$ cat config.mk
export PLATFORM = sky130hd
export DESIGN_NAME = print_job_receive_protocol_unit_flat
export DESIGN_NICKNAME = d
export VERILOG_FILES = /design/src/hw/rtl/pjrp_pkg.sv /design/src/hw/rtl/pjrp_in_if.sv /design/src/hw/rtl/pjrp_out_if.sv /design/src/hw/rtl/print_job_receive_protocol_unit.sv /design/src/flat_wrapper.sv
export VERILOG_INCLUDE_DIRS = /design/src /design/src/hw/rtl
export SDC_FILE = /design/constraint.sdc
export NUM_CORES = 1
export LEC_CHECK = 0
export BUFFER_PORTS_ARGS = -buffer_cell sky130_fd_sc_hd__buf_2
export CELL_PAD_IN_SITES_DETAIL_PLACEMENT = 1
export CELL_PAD_IN_SITES_GLOBAL_PLACEMENT = 2
export CORE_MARGIN = 2
export CORE_UTILIZATION = 35
export CTS_CLUSTER_SIZE = 8
export DETAILED_ROUTE_END_ITERATION = 10
export PLACE_DENSITY = 0.85
export SLEW_MARGIN = 20
export SYNTH_ARGS = -nofsm -noshare
export SYNTH_HDL_FRONTEND = slang
export SYNTH_SLANG_ARGS = --single-unit
$ cat constraint.sdc
create_clock -name clk -period 14.25 [get_ports clk]
set_input_delay 2.1375 -clock clk [delete_from_list [all_inputs] [get_ports clk]]
set_output_delay 2.1375 -clock clk [all_outputs]
set_load 0.01 [all_outputs]
$ cat src/hw/rtl/assert_macros.svh
// Assertion macros shared by the RTL of the print-job receiver.
// Each macro expects signals clk and rst_n in the scope where it is used.
`ifndef ASSERT_MACROS_SVH
`define ASSERT_MACROS_SVH

// Same-cycle implication, disabled in reset.
`define ASSERT_IMP(lbl, ante, cons, msg) \
  lbl: assert property (@(posedge clk) disable iff (!rst_n) (ante) |-> (cons)) else $error(msg);

// Next-cycle implication, disabled in reset.
`define ASSERT_NXT(lbl, ante, cons, msg) \
  lbl: assert property (@(posedge clk) disable iff (!rst_n) (ante) |=> (cons)) else $error(msg);

`endif

$ cat src/hw/rtl/pjrp_pkg.sv
// Types and constants of the print-job receiver.
// No dependencies; used by the receiver top level and the testbench.
`default_nettype none

package pjrp_pkg;

  // Protocol phases
  typedef enum logic [2:0] {
    PH_CMD        = 3'd0,
    PH_CMD_LINE   = 3'd1,
    PH_SUB        = 3'd2,
    PH_SUB_LINE   = 3'd3,
    PH_DATA       = 3'd4,
    PH_TRAILER    = 3'd5,
    PH_ERR_PEND   = 3'd6,
    PH_WAIT_CLOSE = 3'd7
  } phase_t;

  // Count parser steps
  typedef enum logic [1:0] {
    PS_SKIP   = 2'd0,
    PS_DIGITS = 2'd1,
    PS_DONE   = 2'd2
  } parse_step_t;

  // Result kinds
  localparam logic [1:0] KIND_RESP    = 2'd0;
  localparam logic [1:0] KIND_PAYLOAD = 2'd1;
  localparam logic [1:0] KIND_END     = 2'd2;

  // Response bytes and end causes
  localparam logic [7:0] RESP_ACK = 8'h00;
  localparam logic [7:0] RESP_NAK = 8'h01;
  localparam logic CAUSE_CLOSED = 1'b0;
  localparam logic CAUSE_PROTO  = 1'b1;

  // Command and subcommand codes
  localparam logic [7:0] CMD_RECEIVE_JOB = 8'h02;
  localparam logic [7:0] SUB_ABORT       = 8'h01;
  localparam logic [7:0] SUB_CONTROL     = 8'h02;
  localparam logic [7:0] SUB_DATA        = 8'h03;

  // Characters
  localparam logic [7:0] CH_LF    = 8'h0a;
  localparam logic [7:0] CH_NUL   = 8'h00;
  localparam logic [7:0] CH_SPACE = 8'h20;
  localparam logic [7:0] CH_TAB   = 8'h09;
  localparam logic [7:0] CH_VT    = 8'h0b;
  localparam logic [7:0] CH_FF    = 8'h0c;
  localparam logic [7:0] CH_CR    = 8'h0d;
  localparam logic [7:0] CH_PLUS  = 8'h2b;
  localparam logic [7:0] CH_MINUS = 8'h2d;
  localparam logic [7:0] CH_ZERO  = 8'h30;
  localparam logic [7:0] CH_NINE  = 8'h39;

  // Receive modes
  localparam logic [1:0] MODE_SINGLE = 2'd0;
  localparam logic [1:0] MODE_MULTI  = 2'd1;
  localparam logic [1:0] MODE_STREAM = 2'd2;

  // Configuration register indexes and port width
  localparam logic [1:0] REG_QUEUE_NAME   = 2'd0;
  localparam logic [1:0] REG_QUEUE_LENGTH = 2'd1;
  localparam logic [1:0] REG_RECEIVE_MODE = 2'd2;
  localparam int CFG_DATA_W = 64;

  // One result item
  typedef struct packed {
    logic [1:0] kind;
    logic [7:0] data;
    logic       cause;
  } res_t;

endpackage

`default_nettype wire

$ cat src/hw/rtl/pjrp_in_if.sv
// Input channel of the print-job receiver: one received byte or a close event.
// No dependencies.
`default_nettype none

interface pjrp_in_if;
  logic       valid;
  logic       ready;
  logic [7:0] in_byte;
  logic       peer_closed;

  modport source (output valid, output in_byte, output peer_closed, input ready);
  modport sink   (input valid, input in_byte, input peer_closed, output ready);
endinterface

`default_nettype wire

$ cat src/hw/rtl/pjrp_out_if.sv
// Result channel of the print-job receiver: response, payload or session end.
// No dependencies.
`default_nettype none

interface pjrp_out_if;
  logic       valid;
  logic       ready;
  logic [1:0] out_kind;
  logic [7:0] out_byte;
  logic       end_cause;

  modport source (output valid, output out_kind, output out_byte, output end_cause,
                  input ready);
  modport sink   (input valid, input out_kind, input out_byte, input end_cause,
                  output ready);
endinterface

`default_nettype wire

$ cat src/hw/rtl/print_job_receive_protocol_unit.sv
// Print-job receiver (server side of a line-printer receive exchange).
// Uses pjrp_pkg, pjrp_in_if, pjrp_out_if and assert_macros.svh.
//
// The block takes one received byte or one close event per item and gives at
// most one result per item: a response byte (ack/nak), a kept payload byte or
// a session end with its cause. It sustains one item per clock while the sink
// keeps taking results. An item is held in the input register, then the single
// state update loads the result register, which offers the result to the sink.
// The result register is released as soon as the sink takes it.
// While a finished result waits, the input register still takes one more item;
// further items wait until the sink takes the result. Configuration writes
// should only be made while no item is in flight.
`default_nettype none

module print_job_receive_protocol_unit #(
  parameter int COUNT_BITS  = 48,
  parameter int QUEUE_CHARS = 8
) (
  input  wire logic                          clk,
  input  wire logic                          rst_n,
  input  wire logic                          cfg_we,
  input  wire logic [1:0]                    cfg_index,
  input  wire logic [pjrp_pkg::CFG_DATA_W-1:0] cfg_data,
  pjrp_in_if.sink                            in_chan,
  pjrp_out_if.source                         out_chan
);

`include "assert_macros.svh"

  localparam int QN_W = 8 * QUEUE_CHARS;
  localparam int CW4  = COUNT_BITS + 4;
  localparam logic [3:0] QC4 = 4'(QUEUE_CHARS);

  // Configuration registers
  logic [QN_W-1:0] queue_name_r;
  logic [3:0]      queue_length_r;
  logic [1:0]      receive_mode_r;

  always_ff @(posedge clk) begin
    if (!rst_n) begin
      queue_name_r   <= '0;
      queue_length_r <= '0;
      receive_mode_r <= '0;
    end else if (cfg_we) begin
      case (cfg_index)
        pjrp_pkg::REG_QUEUE_NAME:   queue_name_r   <= cfg_data[QN_W-1:0];
        pjrp_pkg::REG_QUEUE_LENGTH: queue_length_r <= cfg_data[3:0];
        pjrp_pkg::REG_RECEIVE_MODE: receive_mode_r <= cfg_data[1:0];
        default: ;
      endcase
    end
  end

  // Input register and stage handshake
  logic       in_vld_r;
  logic [7:0] in_byte_r;
  logic       in_closed_r;
  logic       out_vld_r;
  logic       go;

  assign go            = in_vld_r && (!out_vld_r || out_chan.ready);
  assign in_chan.ready = !in_vld_r || go;

  always_ff @(posedge clk) begin
    if (!rst_n) begin
      in_vld_r <= 1'b0;
    end else if (in_chan.ready) begin
      in_vld_r <= in_chan.valid;
    end
  end

  always_ff @(posedge clk) begin
    if (in_chan.ready && in_chan.valid) begin
      in_byte_r   <= in_chan.in_byte;
      in_closed_r <= in_chan.peer_closed;
    end
  end

  // Session state
  pjrp_pkg::phase_t      phase_r, phase_nxt;
  pjrp_pkg::parse_step_t step_r, step_nxt;
  logic [7:0]            cmd_r, cmd_nxt;
  logic [3:0]            name_idx_r, name_idx_nxt;
  logic                  name_mis_r, name_mis_nxt;
  logic                  name_end_r, name_end_nxt;
  logic [COUNT_BITS-1:0] count_r, count_nxt;
  logic                  count_neg_r, count_neg_nxt;
  logic [COUNT_BITS-1:0] left_r, left_nxt;
  logic                  until_close_r, until_close_nxt;
  logic                  keep_r, keep_nxt;
  logic                  first_pend_r, first_pend_nxt;

  // Shared decodes
  logic [7:0]      c;
  logic [3:0]      len_eff;
  logic [7:0]      want;
  logic            name_bad;
  logic            cnt_zero, cnt_neg, stream_mode, data_bad;
  logic            is_digit, is_ws;
  logic [CW4-1:0]  acc_ext;
  logic [CW4-1:0]  acc;
  logic [COUNT_BITS-1:0] acc_sat;

  assign c           = in_byte_r;
  assign len_eff     = (queue_length_r > QC4) ? QC4 : queue_length_r;
  assign name_bad    = (len_eff != 4'd0) && (name_mis_r || (name_idx_r != len_eff));
  assign cnt_zero    = (count_r == '0);
  assign cnt_neg     = count_neg_r && !cnt_zero;
  assign stream_mode = (receive_mode_r == pjrp_pkg::MODE_STREAM);
  assign data_bad    = stream_mode ? cnt_neg : (cnt_neg || cnt_zero);
  assign is_digit    = (c >= pjrp_pkg::CH_ZERO) && (c <= pjrp_pkg::CH_NINE);
  assign is_ws       = (c == pjrp_pkg::CH_SPACE) || (c == pjrp_pkg::CH_TAB) ||
                       (c == pjrp_pkg::CH_VT) || (c == pjrp_pkg::CH_FF) ||
                       (c == pjrp_pkg::CH_CR);

  // Configured character at the current name position
  always_comb begin
    want = '0;
    for (int i = 0; i < QUEUE_CHARS; i++) begin
      if (name_idx_r == 4'(i)) want = queue_name_r[i*8 +: 8];
    end
  end

  // Decimal accumulate: count*10 + digit, saturating at all ones
  assign acc_ext = {4'b0, count_r};
  assign acc     = (acc_ext << 3) + (acc_ext << 1) + CW4'(c - pjrp_pkg::CH_ZERO);
  assign acc_sat = (acc[CW4-1:COUNT_BITS] != 4'd0) ? '1 : acc[COUNT_BITS-1:0];

  // Next state
  always_comb begin
    phase_nxt       = phase_r;
    step_nxt        = step_r;
    cmd_nxt         = cmd_r;
    name_idx_nxt    = name_idx_r;
    name_mis_nxt    = name_mis_r;
    name_end_nxt    = name_end_r;
    count_nxt       = count_r;
    count_neg_nxt   = count_neg_r;
    left_nxt        = left_r;
    until_close_nxt = until_close_r;
    keep_nxt        = keep_r;
    first_pend_nxt  = first_pend_r;
    if (in_closed_r) begin
      // back to idle session
      phase_nxt       = pjrp_pkg::PH_CMD;
      step_nxt        = pjrp_pkg::PS_SKIP;
      cmd_nxt         = '0;
      name_idx_nxt    = '0;
      name_mis_nxt    = 1'b0;
      name_end_nxt    = 1'b0;
      count_nxt       = '0;
      count_neg_nxt   = 1'b0;
      left_nxt        = '0;
      until_close_nxt = 1'b0;
      keep_nxt        = 1'b0;
      first_pend_nxt  = 1'b1;
    end else begin
      case (phase_r)
        pjrp_pkg::PH_CMD, pjrp_pkg::PH_SUB: begin
          cmd_nxt       = c;
          name_idx_nxt  = '0;
          name_mis_nxt  = 1'b0;
          name_end_nxt  = 1'b0;
          count_nxt     = '0;
          count_neg_nxt = 1'b0;
          step_nxt      = pjrp_pkg::PS_SKIP;
          phase_nxt     = (phase_r == pjrp_pkg::PH_CMD) ? pjrp_pkg::PH_CMD_LINE
                                                        : pjrp_pkg::PH_SUB_LINE;
        end
        pjrp_pkg::PH_CMD_LINE: begin
          if (c != pjrp_pkg::CH_LF) begin
            // queue name compare, one character per item
            if (!name_end_r) begin
              if (c == pjrp_pkg::CH_SPACE || c == pjrp_pkg::CH_NUL) begin
                name_end_nxt = 1'b1;
              end else if (name_idx_r < len_eff) begin
                if (want != c) name_mis_nxt = 1'b1;
                name_idx_nxt = name_idx_r + 4'd1;
              end else begin
                name_mis_nxt = 1'b1;
              end
            end
          end else if (!name_bad && cmd_r == pjrp_pkg::CMD_RECEIVE_JOB) begin
            phase_nxt      = pjrp_pkg::PH_SUB;
            first_pend_nxt = 1'b1;
          end else begin
            phase_nxt = pjrp_pkg::PH_CMD;
          end
        end
        pjrp_pkg::PH_SUB_LINE: begin
          if (c != pjrp_pkg::CH_LF) begin
            // atoll-style count parse
            if (step_r == pjrp_pkg::PS_SKIP) begin
              if (is_ws) begin
                step_nxt = pjrp_pkg::PS_SKIP;
              end else if (c == pjrp_pkg::CH_PLUS || c == pjrp_pkg::CH_MINUS) begin
                count_neg_nxt = (c == pjrp_pkg::CH_MINUS);
                step_nxt      = pjrp_pkg::PS_DIGITS;
              end else if (is_digit) begin
                count_nxt = acc_sat;
                step_nxt  = pjrp_pkg::PS_DIGITS;
              end else begin
                step_nxt = pjrp_pkg::PS_DONE;
              end
            end else if (step_r == pjrp_pkg::PS_DIGITS) begin
              if (is_digit) count_nxt = acc_sat;
              else step_nxt = pjrp_pkg::PS_DONE;
            end
          end else begin
            case (cmd_r)
              pjrp_pkg::SUB_ABORT: phase_nxt = pjrp_pkg::PH_SUB;
              pjrp_pkg::SUB_CONTROL: begin
                keep_nxt        = 1'b0;
                until_close_nxt = cnt_neg;
                left_nxt        = cnt_neg ? '0 : count_r;
                phase_nxt       = (cnt_neg || !cnt_zero) ? pjrp_pkg::PH_DATA
                                                         : pjrp_pkg::PH_TRAILER;
              end
              pjrp_pkg::SUB_DATA: begin
                if (data_bad) begin
                  phase_nxt = pjrp_pkg::PH_ERR_PEND;
                end else begin
                  keep_nxt        = (receive_mode_r == pjrp_pkg::MODE_MULTI) || first_pend_r;
                  first_pend_nxt  = 1'b0;
                  until_close_nxt = stream_mode && cnt_zero;
                  left_nxt        = (stream_mode && cnt_zero) ? '0 : count_r;
                  // count is nonzero here unless streaming
                  phase_nxt       = pjrp_pkg::PH_DATA;
                end
              end
              default: phase_nxt = pjrp_pkg::PH_SUB;
            endcase
          end
        end
        pjrp_pkg::PH_DATA: begin
          if (!until_close_r) begin
            left_nxt = left_r - COUNT_BITS'(1);
            if (left_r == COUNT_BITS'(1)) phase_nxt = pjrp_pkg::PH_TRAILER;
          end
        end
        pjrp_pkg::PH_TRAILER: begin
          phase_nxt = (c == pjrp_pkg::CH_NUL) ? pjrp_pkg::PH_SUB : pjrp_pkg::PH_WAIT_CLOSE;
        end
        pjrp_pkg::PH_ERR_PEND: phase_nxt = pjrp_pkg::PH_WAIT_CLOSE;
        default: ;
      endcase
    end
  end

  // Result of the item in the input register
  pjrp_pkg::res_t res;
  logic           res_vld;

  always_comb begin
    res_vld   = 1'b0;
    res.kind  = pjrp_pkg::KIND_RESP;
    res.data  = pjrp_pkg::RESP_ACK;
    res.cause = pjrp_pkg::CAUSE_CLOSED;
    if (in_closed_r) begin
      if (phase_r != pjrp_pkg::PH_WAIT_CLOSE) begin
        res_vld   = 1'b1;
        res.kind  = pjrp_pkg::KIND_END;
        res.cause = (phase_r == pjrp_pkg::PH_ERR_PEND) ? pjrp_pkg::CAUSE_PROTO
                                                       : pjrp_pkg::CAUSE_CLOSED;
      end
    end else begin
      case (phase_r)
        pjrp_pkg::PH_CMD_LINE: begin
          if (c == pjrp_pkg::CH_LF) begin
            res_vld  = 1'b1;
            res.data = (!name_bad && cmd_r == pjrp_pkg::CMD_RECEIVE_JOB) ?
                       pjrp_pkg::RESP_ACK : pjrp_pkg::RESP_NAK;
          end
        end
        pjrp_pkg::PH_SUB_LINE: begin
          if (c == pjrp_pkg::CH_LF) begin
            res_vld = 1'b1;
            case (cmd_r)
              pjrp_pkg::SUB_ABORT, pjrp_pkg::SUB_CONTROL: res.data = pjrp_pkg::RESP_ACK;
              pjrp_pkg::SUB_DATA:
                res.data = data_bad ? pjrp_pkg::RESP_NAK : pjrp_pkg::RESP_ACK;
              default: res.data = pjrp_pkg::RESP_NAK;
            endcase
          end
        end
        pjrp_pkg::PH_DATA: begin
          if (keep_r) begin
            res_vld  = 1'b1;
            res.kind = pjrp_pkg::KIND_PAYLOAD;
            res.data = c;
          end
        end
        pjrp_pkg::PH_TRAILER: begin
          res_vld = 1'b1;
          if (c != pjrp_pkg::CH_NUL) begin
            res.kind  = pjrp_pkg::KIND_END;
            res.cause = pjrp_pkg::CAUSE_PROTO;
          end
        end
        pjrp_pkg::PH_ERR_PEND: begin
          res_vld   = 1'b1;
          res.kind  = pjrp_pkg::KIND_END;
          res.cause = pjrp_pkg::CAUSE_PROTO;
        end
        default: ;
      endcase
    end
  end

  // State registers, advanced once per processed item
  always_ff @(posedge clk) begin
    if (!rst_n) begin
      phase_r       <= pjrp_pkg::PH_CMD;
      step_r        <= pjrp_pkg::PS_SKIP;
      cmd_r         <= '0;
      name_idx_r    <= '0;
      name_mis_r    <= 1'b0;
      name_end_r    <= 1'b0;
      count_r       <= '0;
      count_neg_r   <= 1'b0;
      left_r        <= '0;
      until_close_r <= 1'b0;
      keep_r        <= 1'b0;
      first_pend_r  <= 1'b1;
    end else if (go) begin
      phase_r       <= phase_nxt;
      step_r        <= step_nxt;
      cmd_r         <= cmd_nxt;
      name_idx_r    <= name_idx_nxt;
      name_mis_r    <= name_mis_nxt;
      name_end_r    <= name_end_nxt;
      count_r       <= count_nxt;
      count_neg_r   <= count_neg_nxt;
      left_r        <= left_nxt;
      until_close_r <= until_close_nxt;
      keep_r        <= keep_nxt;
      first_pend_r  <= first_pend_nxt;
    end
  end

  // Result register
  pjrp_pkg::res_t out_r;

  always_ff @(posedge clk) begin
    if (!rst_n) begin
      out_vld_r <= 1'b0;
    end else if (go) begin
      out_vld_r <= res_vld;
    end else if (out_chan.ready) begin
      out_vld_r <= 1'b0;
    end
  end

  always_ff @(posedge clk) begin
    if (go && res_vld) out_r <= res;
  end

  assign out_chan.valid     = out_vld_r;
  assign out_chan.out_kind  = out_r.kind;
  assign out_chan.out_byte  = out_r.data;
  assign out_chan.end_cause = out_r.cause;

  // Checks
  `ASSERT_IMP(a_count_left, phase_r == pjrp_pkg::PH_DATA && !until_close_r, left_r != '0, "counted transfer with nothing left")
  `ASSERT_NXT(a_close_resets, go && in_closed_r, phase_r == pjrp_pkg::PH_CMD && first_pend_r, "close did not restart the session")
  `ASSERT_IMP(a_end_byte, out_vld_r && out_r.kind == pjrp_pkg::KIND_END, out_r.data == pjrp_pkg::RESP_ACK, "session end carries a byte")

endmodule

`default_nettype wire

$ cat src/flat_wrapper.sv
// flat-port wrapper written by rule: the top's interface ports become plain ports
module print_job_receive_protocol_unit_flat 
#(
  parameter int COUNT_BITS  = 48,
  parameter int QUEUE_CHARS = 8
)
  (clk, rst_n, cfg_we, cfg_index, cfg_data, in_chan_valid, in_chan_in_byte, in_chan_peer_closed, in_chan_ready, out_chan_valid, out_chan_out_kind, out_chan_out_byte, out_chan_end_cause, out_chan_ready);
  pjrp_in_if in_chan_i ();
  pjrp_out_if out_chan_i ();
  input  wire logic clk;
  input  wire logic rst_n;
  input  wire logic cfg_we;
  input  wire logic [1:0] cfg_index;
  input  wire logic [pjrp_pkg::CFG_DATA_W-1:0] cfg_data;
  input wire logic [$bits(in_chan_i.valid)-1:0] in_chan_valid;
  input wire logic [$bits(in_chan_i.in_byte)-1:0] in_chan_in_byte;
  input wire logic [$bits(in_chan_i.peer_closed)-1:0] in_chan_peer_closed;
  output wire logic [$bits(in_chan_i.ready)-1:0] in_chan_ready;
  output wire logic [$bits(out_chan_i.valid)-1:0] out_chan_valid;
  output wire logic [$bits(out_chan_i.out_kind)-1:0] out_chan_out_kind;
  output wire logic [$bits(out_chan_i.out_byte)-1:0] out_chan_out_byte;
  output wire logic [$bits(out_chan_i.end_cause)-1:0] out_chan_end_cause;
  input wire logic [$bits(out_chan_i.ready)-1:0] out_chan_ready;
  assign in_chan_i.valid = in_chan_valid;
  assign in_chan_i.in_byte = in_chan_in_byte;
  assign in_chan_i.peer_closed = in_chan_peer_closed;
  assign in_chan_ready = in_chan_i.ready;
  assign out_chan_valid = out_chan_i.valid;
  assign out_chan_out_kind = out_chan_i.out_kind;
  assign out_chan_out_byte = out_chan_i.out_byte;
  assign out_chan_end_cause = out_chan_i.end_cause;
  assign out_chan_i.ready = out_chan_ready;
  print_job_receive_protocol_unit #(.COUNT_BITS(COUNT_BITS), .QUEUE_CHARS(QUEUE_CHARS)) u_core (.clk(clk), .rst_n(rst_n), .cfg_we(cfg_we), .cfg_index(cfg_index), .cfg_data(cfg_data), .in_chan(in_chan_i), .out_chan(out_chan_i));
endmodule
Word level (Yosys, flattened, before mapping)
Cells that the tools add are included.
Widths: inputs -> output; s select.
Storage, ports and cells
  register bits: 211
  bits of input ports: 80
  output and inout port bits: 13
  logic and storage cells: 263
Operators by class
  $add $sub $neg: 5
  order comparisons: 4
  equality and inequality tests: 58
  mux-type cells: 114
  reductions and logical operators: 60
Operators by type and width (count)
  $mux 48: 14
  $pmux 48 s2: 3
  $mux 8: 12
  $add 51x49->52: 1
  $add 52x52->52: 1
  $eq 48x1->1 const B: 1
  $logic_not 48->1: 1
  $sub 48x1->48 const B: 1
  $mux 1: 43
  $eq 8x4->1 const B: 5
  $reduce_and 6->1: 6
  $mux 2: 14
  $eq 8x6->1 const B: 3
  $mux 4: 6
  $ne 3x1->1 const B: 8
  $ne 3x2->1 const B: 8
  $pmux 8 s3: 1
  $ne 4x3->1 const B: 5
  $mux 3: 6
  $pmux 3 s6: 1
  $eq 4x3->1 const B: 4
  $eq 8x2->1 const B: 2
  $pmux 8 s2: 1
  $reduce_bool 3->1: 5
  43 further kinds: 89

Longest topological paths before layout
  depth in word-level cells: 17
  depth in mapped cells: 20
  gate-level depth less buffers: 15

Least setup slack after synthesis
No wires, ideal clock.
  kind: reg-to-reg
  from: reg u_core.in_byte_r[6], in the netlist u_core.c[6]
  to: reg u_core.count_r[3]
  library setup time: 0.120 ns
  arrival time: 4.527 ns
  required time: 14.130 ns
  slack: 9.603 ns
  stages on the path, launching flop included: 21
  buffers on the path: 5
  period minus slack after synthesis: 4.647 ns
  cell sequence: edfxtp_1 -> clkbuf_1 -> or2_1 -> nor2_1 -> clkbuf_1 -> buf_1 -> xor2_1 -> ha_1 -> a21o_1 -> ha_1 -> buf_2 -> and3_1 -> and4_1 -> a221oi_2 -> a21oi_1 -> o31a_1 -> o221ai_1 -> and4_4 -> a21oi_2 -> buf_4 -> a211o_1
Between the ends
  longest elaborated chain between the ends: 11
  elaborated cells on any way between the ends: 32
  classes of those cells: add/sub (2); order compare (2); eq/ne (11); mux (9); reduce/logical (8)
RTL lines
  start, declared: RTL line print_job_receive_protocol_unit.sv:56  | logic [7:0] in_byte_r;
  start signal, assigned: RTL line print_job_receive_protocol_unit.sv:74  | in_byte_r <= in_chan.in_byte;
  $sub 8x6->9: RTL line print_job_receive_protocol_unit.sv:126  | assign acc = (acc_ext << 3) + (acc_ext << 1) + CW4'(c - pjrp_pkg::CH_ZERO);
  $add 52x52->52: RTL line print_job_receive_protocol_unit.sv:126
  $reduce_bool 4->1: RTL line print_job_receive_protocol_unit.sv:127  | assign acc_sat = (acc[CW4-1:COUNT_BITS] != 4'd0) ? '1 : acc[COUNT_BITS-1:0];
  $mux 48: RTL line print_job_receive_protocol_unit.sv:127
  $mux 48: RTL line print_job_receive_protocol_unit.sv:199, print_job_receive_protocol_unit.sv:206
  $mux 48: RTL line print_job_receive_protocol_unit.sv:196  | end else if (c == pjrp_pkg::CH_PLUS || c == pjrp_pkg::CH_MINUS) begin
  $mux 48: RTL line print_job_receive_protocol_unit.sv:194  | if (is_ws) begin
  $mux 48: RTL line print_job_receive_protocol_unit.sv:193  | if (step_r == pjrp_pkg::PS_SKIP) begin
  $mux 48: RTL line print_job_receive_protocol_unit.sv:191  | if (c != pjrp_pkg::CH_LF) begin
  $pmux 48 s2: RTL line print_job_receive_protocol_unit.sv:158  | case (phase_r)
  $mux 48: RTL line print_job_receive_protocol_unit.sv:143  | if (in_closed_r) begin
  end signal, assigned: RTL line print_job_receive_protocol_unit.sv:332  | count_r <= count_nxt;
  end, declared: RTL line print_job_receive_protocol_unit.sv:86  | logic [COUNT_BITS-1:0] count_r, count_nxt;
Parallel ways exist; a longest one is shown, timed or not. The select of a mux whose other input is x is not followed.
A chain may end at the register's enable or synchronous reset.

Worst setup path in the final report
  from: reg u_core.in_byte_r[7], in the netlist u_core.c[7]
  to: reg u_core.count_r[22]
Same word-level chain as after synthesis.

==> flow_summary.toml <==
[global_routing]
grtUsageTotal_pct = 22.9
grt_pass1_vias = 15100
met2_usage_pct = 37.1
antenna_found_initial = 3
top_usage_layer = "met2"
grt_overflow_total = 0
use_met1_pct = 32.5
use_met3_pct = 2.14
grt_pass1_wl_mm = 83.5
grt_max_degree = 86

[clocking]
numCtsBuffers = 30
clkTransAtPathRegs_ns = 0.05
cts-root-buf = "clkbuf_16"
cts_resized = 0
cts.sinks = 211
insertion_delay_ns = 0.58
hold_buffers = 0
cts_tree = "yes"
cts_max_level = 1
clockBufferDepth = 3
cts_setup_buffers = 0

[detailed_routing]
drc = 0
dr.pass1.iters = 5
drt_iter0_markers = 928
ant_nets = 0
drt_wl_total_mm = 51.8
wl_per_cell_um = 20.4
viasPerCell = 5.72
vias = 14500

[yosys]
yosys-top-cells-count = "nand2_1, dfxtp_1, a21oi_1"
ys_types = 83
synth_top_area_share_pct = 25.2
synth_cells = 1929
seq_area_frac_synth_pct = 29.1
async_reset_ff_share_pct = 0
synthTopCellsByArea = "dfxtp_1, ha_1, nand2_1, a21oi_1, edfxtp_1"
synth_largest_area_cell = "dfxtp_1"
yosys_most_used_dff = "dfxtp_1"
syn_nets = 2120
yosys_warnings = 0
synth_seq_cells = 211
synth_most_common_cell = "nand2_1"
avgSynthCellArea_um2 = 7.88
syn_area_mm2 = 0.0152
synth_edf_count = 20

[job]
cap_violations = 0

[worst_hold_path]
hold_class = "reg2reg"
hold_depth = 2

[sta]
period_needed_ns = 5.70
clock_skew_ns = 0.0179
setup_viol = 0
worst_slew_pin_slew_ns = 1.07
slew_violations = 0
fmaxAchievable_mhz = 176
tns_ns = 0
fin_crit_sh_pct = 40.0
final_hold_viol_count = 0
rsz0062_at_grt = "false"
max_slew_margin_pct = 28.7

[setup_path]
cp-end-kind = "flop"
worst-path-max-fanout = 85
crit_arrival_ns = 6.20
required_ns = 14.76
worst-setup-path-type = "reg2reg"
cp-start-kind = "flop"
rr_worst_depth = 17

[die]
dieArea_mm2 = 0.0451
rows = 76
num_io_pins = 93
die_w_um = 212
initial_utilization_pct = 35.4
die_h_um = 212
core_mm2 = 0.0430

[finish]
area_growth_pct = 11.1
fillCellCount = 5240
post-route-cell-area_mm2 = 0.0169
nets = 2131
multi_input_area_mm2 = 0.0101
layout.area.seq_mm2 = 0.00442
drive_gt1_share_pct = 9.54

[placement]
placed_area_mm2 = 0.0160
hpwl_mm = 37.9
place.gp.congestion = 0.880
port_buffers = 92

[outcome]
run_status = "finished clean"

[power]
peakVddDrop_mv = 0.0791
powerDensity_mw_per_mm2 = 87.0
power.total_mw = 1.47
p_leak_nw = 7.21
-- critical path, cell delays in order (launching register included) --
cell and delay (ns):
edfxtp_1 0.49, or2_1 0.35, nor2_4 0.11, buf_4 0.77
xor2_1 0.16, ha_1 0.24, a21o_1 0.16, ha_1 0.48
nand4_1 0.26, nor3_1 0.43, nand3b_1 0.21, a311oi_2 0.47
nor4_1 0.10, or3_1 0.35, and4_4 0.22, a21oi_2 0.11
buf_4 0.41, a221o_1 0.18
-- registers in the layout, summed over array words and instances (netlist names) --
name                       flops
u_core.queue_name_r           64
u_core.count_r                48
u_core.left_r                 48
u_core.c                       8
u_core.cmd_r                   8
u_core.out_chan.out_byte       8
u_core.name_idx_r              4
u_core.queue_length_r          4
u_core.phase_r                 3
u_core.out_chan.out_kind       2
u_core.receive_mode_r          2
u_core.step_r                  2
u_core.count_neg_r             1
u_core.first_pend_r            1
u_core.in_closed_r             1
u_core.in_vld_r                1
u_core.keep_r                  1
u_core.name_end_r              1
u_core.name_mis_r              1
u_core.out_chan.end_cause      1
u_core.out_chan.valid          1
u_core.until_close_r           1
-- power breakdown --
group | internal [mW] | switching (mW) | total, mW | leakage [nW]
clock | 0.384 | 0.274 | 0.658 | 0.403
sequential | 0.614 | 0.0147 | 0.629 | 1.75
combinational | 0.0672 | 0.115 | 0.182 | 5.06
total | 1.07 | 0.404 | 1.47 | 7.21
-- stage by stage --
step | instances | hold slack (ns) | util (%) | setup slack [ns]
after floorplan | 1929 | 0.432 | - | 9.60
after global placement | 2491 | 0.450 | 37.2 | 8.75
after detailed placement | 2492 | 0.459 | 37.3 | 8.61
after CTS | 2534 | 0.467 | 39.2 | 8.58
after global routing | 2538 | 0.484 | 39.3 | 8.07
final | 2538 | 0.466 | 39.3 | 8.55
-- routing by layer --
layer	routed length [um]	vias up
li1	-	7015
met1	25600	7223
met2	23300	224
met3	1720	67
met4	1210	0
met5	0	-
-- cell type report --
class | instances | area share [%]
clock inverters | 2 | 0.207
diodes | 3 | 0.0445
inverters | 51 | 1.13
multi-input cells | 1536 | 59.7
repair buffers | 110 | 3.66
well taps | 585 | 4.33
flip-flops and latches | 211 | 26.2
clock buffers | 40 | 4.73
-- cells in the final DEF, fill, tap and decap left out, types with 10 or more instances in the layout --
cell,instances
ha_1,105
o211ai_1,12
nor4_1,32
nor3b_1,11
o21ai_0,111
a21o_1,63
nand3b_1,12
and2_1,16
nor2_1,118
nand3_1,34
inv_1,51
a31oi_1,27
and3b_1,10
clkbuf_16,30
and3_1,13
a221o_1,43
buf_2,91
xnor2_1,45
nor2b_1,43
a22oi_1,11
nand2_1,246
nand2b_1,12
mux2i_1,13
or3_1,21
buf_4,18
a21boi_0,70
edfxtp_1,20
a21oi_1,165
dfxtp_1,191
or2_2,10
nor3_1,62
o21a_1,12
nand4_1,21
xor2_1,65
-- logic make-up (layout without fill, tap and decap cells) --
| kind of cell | count (synthesis) | count (layout) | share of synthesized area [%] |
|---|---|---|---|
| mux | 15 | 15 | 1.08 |
| compound gates | 611 | 611 | 26.8 |
| buf+inv | 182 | 203 | 4.78 |
| simple gates | 689 | 689 | 22.5 |
| flops | 211 | 211 | 29.1 |
| fa+ha+maj | 111 | 111 | 9.44 |
| xor+xnor | 110 | 110 | 6.34 |
| other cells | 0 | 3 | 0 |
-- worst paths after layout --
| check | slack (ns) | from | end |
|---|---|---|---|
| setup reg to reg | 8.55 | u_core.c[7]$_DFFE_PP_ | u_core.count_r[22]$_SDFFE_PN0P_ |
| hold reg to reg | 0.47 | u_core.queue_name_r[1]$_SDFFE_PN0P_ | u_core.queue_name_r[1]$_SDFFE_PN0P_ |
| setup / recovery | 8.55 | u_core.c[7]$_DFFE_PP_ | u_core.count_r[22]$_SDFFE_PN0P_ |
| hold / removal | 0.47 | u_core.queue_name_r[1]$_SDFFE_PN0P_ | u_core.queue_name_r[1]$_SDFFE_PN0P_ |
Power figures use the tool's default switching activity.
